`src/sv/rbs_pkg.sv`:
```
`default_nettype none
// ----------------------------------------------------------------------------
// rbs_pkg
// Shared types and constants for the rectangle blit to swapped RGB565 unit.
// ----------------------------------------------------------------------------
package rbs_pkg;

  // Palette geometry.
  localparam int unsigned PAL_ENTRIES = 256;
  localparam int unsigned PAL_IDX_W   = $clog2(PAL_ENTRIES);

  // Field widths fixed by the interface.
  localparam int unsigned ADDR_W  = 24;
  localparam int unsigned LW_W    = 13;
  localparam int unsigned COLOR_W = 24;
  localparam int unsigned WORD_W  = 16;

  // Largest row stride accepted; larger writes saturate to it.
  localparam logic [LW_W-1:0] MAX_LINE_WIDTH = 13'd4096;
  localparam logic [LW_W-1:0] LINE_WIDTH_RST = 13'd640;

  // Input transaction kinds.
  typedef enum logic [1:0] {
    ACT_PAL_WRITE = 2'd0,
    ACT_BEGIN     = 2'd1,
    ACT_REFRESH   = 2'd2,
    ACT_FILL      = 2'd3
  } action_e;

  // Source pixel formats.
  typedef enum logic [1:0] {
    FMT_PALETTE = 2'd0,
    FMT_RGB565  = 2'd1,
    FMT_RGB888  = 2'd2,
    FMT_SPARE   = 2'd3
  } format_e;

  // Configuration register indexes.
  typedef enum logic [1:0] {
    REG_LINE_WIDTH    = 2'd0,
    REG_SOURCE_FORMAT = 2'd1,
    REG_NONE_2        = 2'd2,
    REG_NONE_3        = 2'd3
  } reg_idx_e;

  // Control passed to the pixel converter.
  typedef struct packed {
    format_e fmt;
    logic    fill;
    logic    pal_oob;
  } conv_ctrl_t;

endpackage
`default_nettype wire

```
`src/sv/rbs_pix_conv.sv`:
```
`default_nettype none
// ----------------------------------------------------------------------------
// rbs_pix_conv
// Turns one source pixel into an RGB565 word, byte-swapped except for a
// 16-bit fill.
// ----------------------------------------------------------------------------
module rbs_pix_conv
  import rbs_pkg::*;
(
  input  conv_ctrl_t           ctrl_i,
  input  logic [COLOR_W-1:0]   pixel_i,
  input  logic [COLOR_W-1:0]   pal_color_i,
  output logic [WORD_W-1:0]    word_o
);

  // Keep the top 5, 6 and 5 bits of red, green and blue.
  function automatic logic [WORD_W-1:0] to565(input logic [COLOR_W-1:0] c);
    to565 = {c[23:19], c[15:10], c[7:3]};
  endfunction

  function automatic logic [WORD_W-1:0] swap16(input logic [WORD_W-1:0] v);
    swap16 = {v[7:0], v[15:8]};
  endfunction

  logic [COLOR_W-1:0] pal_eff;

  // An index beyond the palette reads as black.
  assign pal_eff = ctrl_i.pal_oob ? '0 : pal_color_i;

  // Format selection; the spare code behaves as RGB888.
  always_comb begin
    case (ctrl_i.fmt)
      FMT_PALETTE: word_o = swap16(to565(pal_eff));
      FMT_RGB565:  word_o = ctrl_i.fill ? pixel_i[WORD_W-1:0]
                                        : swap16(pixel_i[WORD_W-1:0]);
      default:     word_o = swap16(to565(pixel_i));
    endcase
  end

endmodule
`default_nettype wire
```
`config.mk`:
```
export PLATFORM = sky130hd
export DESIGN_NAME = rbs_pix_conv
export DESIGN_NICKNAME = d
export VERILOG_FILES = /design/src/sv/rbs_pkg.sv /design/src/sv/rbs_pix_conv.sv
export SDC_FILE = /design/constraint.sdc
export NUM_CORES = 1
export LEC_CHECK = 0
export BUFFER_PORTS_ARGS = -buffer_cell sky130_fd_sc_hd__buf_2
export CAP_MARGIN = 40
export CORE_MARGIN = 2
export CORE_UTILIZATION = 36
export DETAILED_ROUTE_END_ITERATION = 8
export MAX_ROUTING_LAYER = met4
export PLACE_DENSITY = 0.95
export SLEW_MARGIN = 40
export SYNTH_ARGS = -nofsm -noshare
export SYNTH_HDL_FRONTEND = slang
export SYNTH_SLANG_ARGS = --single-unit
export TNS_END_PERCENT = 1
```
`constraint.sdc`:
```
create_clock -name vclk -period 1.5
set_input_delay 0.3 -clock vclk [all_inputs]
set_output_delay 0.3 -clock vclk [all_outputs]
set_load 0.05 [all_outputs]
```
[After elaboration in Yosys (flattened, before gate mapping)]
Cells that the tools add are included.
Storage, ports and cells
  word-level logic and storage cells: 5
  flip-flop bits (word level): 0
Operators by class
  equality and inequality tests: 1
  reductions and logical operators: 1
  multiplexer cells: 3
Operator list (count)
  one-hot mux 16 bit (2 select lines): 1
  two-way mux 24 bit: 1
  two-way mux 16 bit: 1
  == test 2 x 1 -> 1 bit (second input constant): 1
  zero test 2 bit: 1

[Longest topological paths before layout]
  word-level depth: 2
  mapped depth: 4

[Least setup slack after synthesis]
No wires, ideal clock.
  kind: input to output
  start: input port ctrl_i[1] in the netlist's numbering
  end: output port word_o[11]
  buffers on the path: 2
  slack: -0.378 ns
  cell stages on the path: 4
  arrival: 1.578 ns
  cells stage by stage: buf_2 buf_4 mux2i_1 o211ai_1
Between the ends
  word-level cells in the longest chain between the ends: 2
Ends and longest elaborated chain
  start, declared: line rbs_pix_conv.sv:10  | input conv_ctrl_t ctrl_i,
  two-way mux 16 bit: line rbs_pix_conv.sv:34  | FMT_RGB565: word_o = ctrl_i.fill ? pixel_i[WORD_W-1:0]
  one-hot mux 16 bit (2 select lines): line rbs_pix_conv.sv:32  | case (ctrl_i.fmt)
  end, declared: line rbs_pix_conv.sv:13  | output logic [WORD_W-1:0] word_o
No other way between the ends.

[Final worst setup path]
  start: input port ctrl_i[3] in the netlist's numbering
  end: output port word_o[10]
Between the ends
  word-level cells in the longest chain between the ends: 2
  elaborated cells between the ends (all ways): 3
Ends and longest elaborated chain (line)
  == test 2 x 1 -> 1 bit / zero test 2 bit (equally long branches): rbs_pix_conv.sv:32
  one-hot mux 16 bit (2 select lines) (*): rbs_pix_conv.sv:32
Every way passes the cells marked *; elsewhere a longest branch is shown, timed or not.

==> metrics.cfg <==
[floorplanning]
pin_count=68
core_um2=1540
rows=14
die_w_um=44.8
die_y_um=44.8
die_area_um2=2010
start_util_pct=38.9

[power]
switching_share_pct=55.8
p_comb_share_pct=100.0
powerDensity_nw_per_um2=420
power_frac_seq_pct=0
p_sw_uw=266
pwr-share-clk_pct=0
power_uw=476
p_leak_nw=0.571
p_int_uw=210
vdd_drop_max_mv=0.244

[sta]
fin_crit_ps=1580
final-setup-viol-count=14
worst_slack_ps=-78.7
min_period_over_period_pct=105
rsz0062_at_grt=true
holdWs_ps=949
fmax_ghz=0.633
slew-limit-headroom_pct=84.1
worstMarginPinSlew_ps=238
hold_viol_final=0
slew_violations=0

[logic_synthesis]
yosysWarnings=0
seq_area_frac_synth_pct=0
synth_cells=74
synth_area_um2=599
avgSynthCellArea_um2=8.10
ys_types=11
syn-num-nets=126

[layout]
fillers=105
antenna_cells=0
nets=182
syn_to_final_growth_pct=89.1
nClkBuffers=0
drive_gt1_share_pct=60.9
seq_cells=0
seqCellArea_um2=0

[global_routing]
antenna_found_initial=0
grt_pass1_vias=757
grt_pass1_wl_um=3550
gr-usage-all-layers_pct=24.1
grt_overflow=0
grt_start_max_net_pins=17

[setup_path]
cp.arrival_ps=1280
setup.worst_path.end_class=output port
cp_max_fo=8
worstPathRequired_ps=1200
crit_type=input port to output port
worst_setup_path_start_kind=input port

[run_status]
status=finished, violations left
violations=negative setup slack

[clock_tree]
cts_hold_buf=0
post-cts-setup-buffers=0

[route]
wl_um=2360
firstDrtPassIters=4
drcViolationCount=0
wl_per_cell_um=16.4
first_iter_violations=7
via_per_inst=5.91
vias=851
drtAntennaViolNets=0

[placement]
portBuffers=57
gp_congestion=0.730

[min_path]
min_to=word_o[3]
holdPathStages=4
hp-class=input port to output port
holdCritStartpoint=pixel_i[19]

[flow_run]
maxCapViolCount=0

==> Yosys cell counts <==
cell	number	area, µm²
o211ai_2	8	100
buf_2	2	10.0
buf_6	1	11.3
nand2_1	16	60.1
buf_4	2	15.0
clkbuf_2	1	5.00
mux2i_1	16	160
nand2b_1	1	6.26
o211ai_1	8	60.1
or4b_1	16	160
clkbuf_1	3	11.3
==> per-layer routing <==
metal / vias to the layer above / wire length, µm / GRT usage (%)
li1: 408 / - / -
met1: 397 / 922 / 28.9
met2: 44 / 1210 / 46.7
met3: 2 / 203 / 1.20
met4: 0 / 14 / 0
met5: - / 0 / -
==> stage by stage <==
step / TNS [ps] / setup WS (ps) / cell area, µm² / utilization [%] / cells
finish: -451 / -78.7 / 1130 / 73.5 / 144
global route: -817 / -99.7 / 1130 / 73.5 / 144
CTS: -421 / -51.5 / 1130 / 73.1 / 144
detailed placement: -4330 / -289 / 887 / 57.5 / 140
global placement: -4030 / -266 / 887 / 57.5 / 140
floorplan: -1740 / -285 / 638 / - / 74
==> worst max-delay path by stage <==
stage | startpoint | endpoint | slack (ps)
final | ctrl_i[3] | word_o[10] | -80
after global routing | ctrl_i[3] | word_o[10] | -100
after CTS | ctrl_i[2] | word_o[7] | -50
after detailed placement | ctrl_i[3] | word_o[0] | -290
after global placement | ctrl_i[3] | word_o[12] | -270
after floorplan | ctrl_i[3] | word_o[12] | -290
==> cells by family after synthesis <==
| group | count (synthesis) | share of synthesized area [%] |
|---|---|---|
| and+or+nand+nor | 33 | 37.8 |
| muxes | 16 | 26.7 |
| AOI/OAI and AO/OA | 16 | 26.7 |
| buffers and inverters | 9 | 8.77 |
==> power groups by stage <==
stage                     Clock [mW]  Combinational [mW]  Sequential, mW
after global routing               0               0.497               0
after floorplan                    0               0.275               0
after global placement             0               0.372               0
after CTS                          0               0.470               0
after detailed placement           0               0.378               0
final                              0               0.476               0
==> area by class of cell <==
type               instances  area (µm²)  share of cell area, %
multi-input cells         65         577                   50.9
repair buffers            63         537                   47.4
well taps                 16        20.0                   1.77
==> worst max-delay path, stage by stage <==
cell	delay [ps]
buf_16	110
or4b_1	530
o211ai_1	110
buf_4	230
==> cell usage in the layout (no fill, tap or decap) <==
| master | netlist | layout |
|---|---|---|
| buf_12 | 0 | 2 |
| nand2b_4 | 0 | 1 |
| mux2i_1 | 16 | 16 |
| buf_4 | 2 | 9 |
| or4b_1 | 16 | 10 |
| buf_2 | 2 | 38 |
| buf_6 | 1 | 9 |
| buf_16 | 0 | 5 |
| or4b_4 | 0 | 6 |
| o211ai_2 | 8 | 8 |
| nand2_1 | 16 | 16 |
| o211ai_1 | 8 | 8 |
==> timing repair <==
item / CTS / global route
cloned: 4 / 0
hold endpoints to repair: 0 / 0
pin swaps: 19 / 5
setup endpoints to repair: 16 / 16
gates resized for setup: 43 / 2
Power figures use the tool's default switching activity.
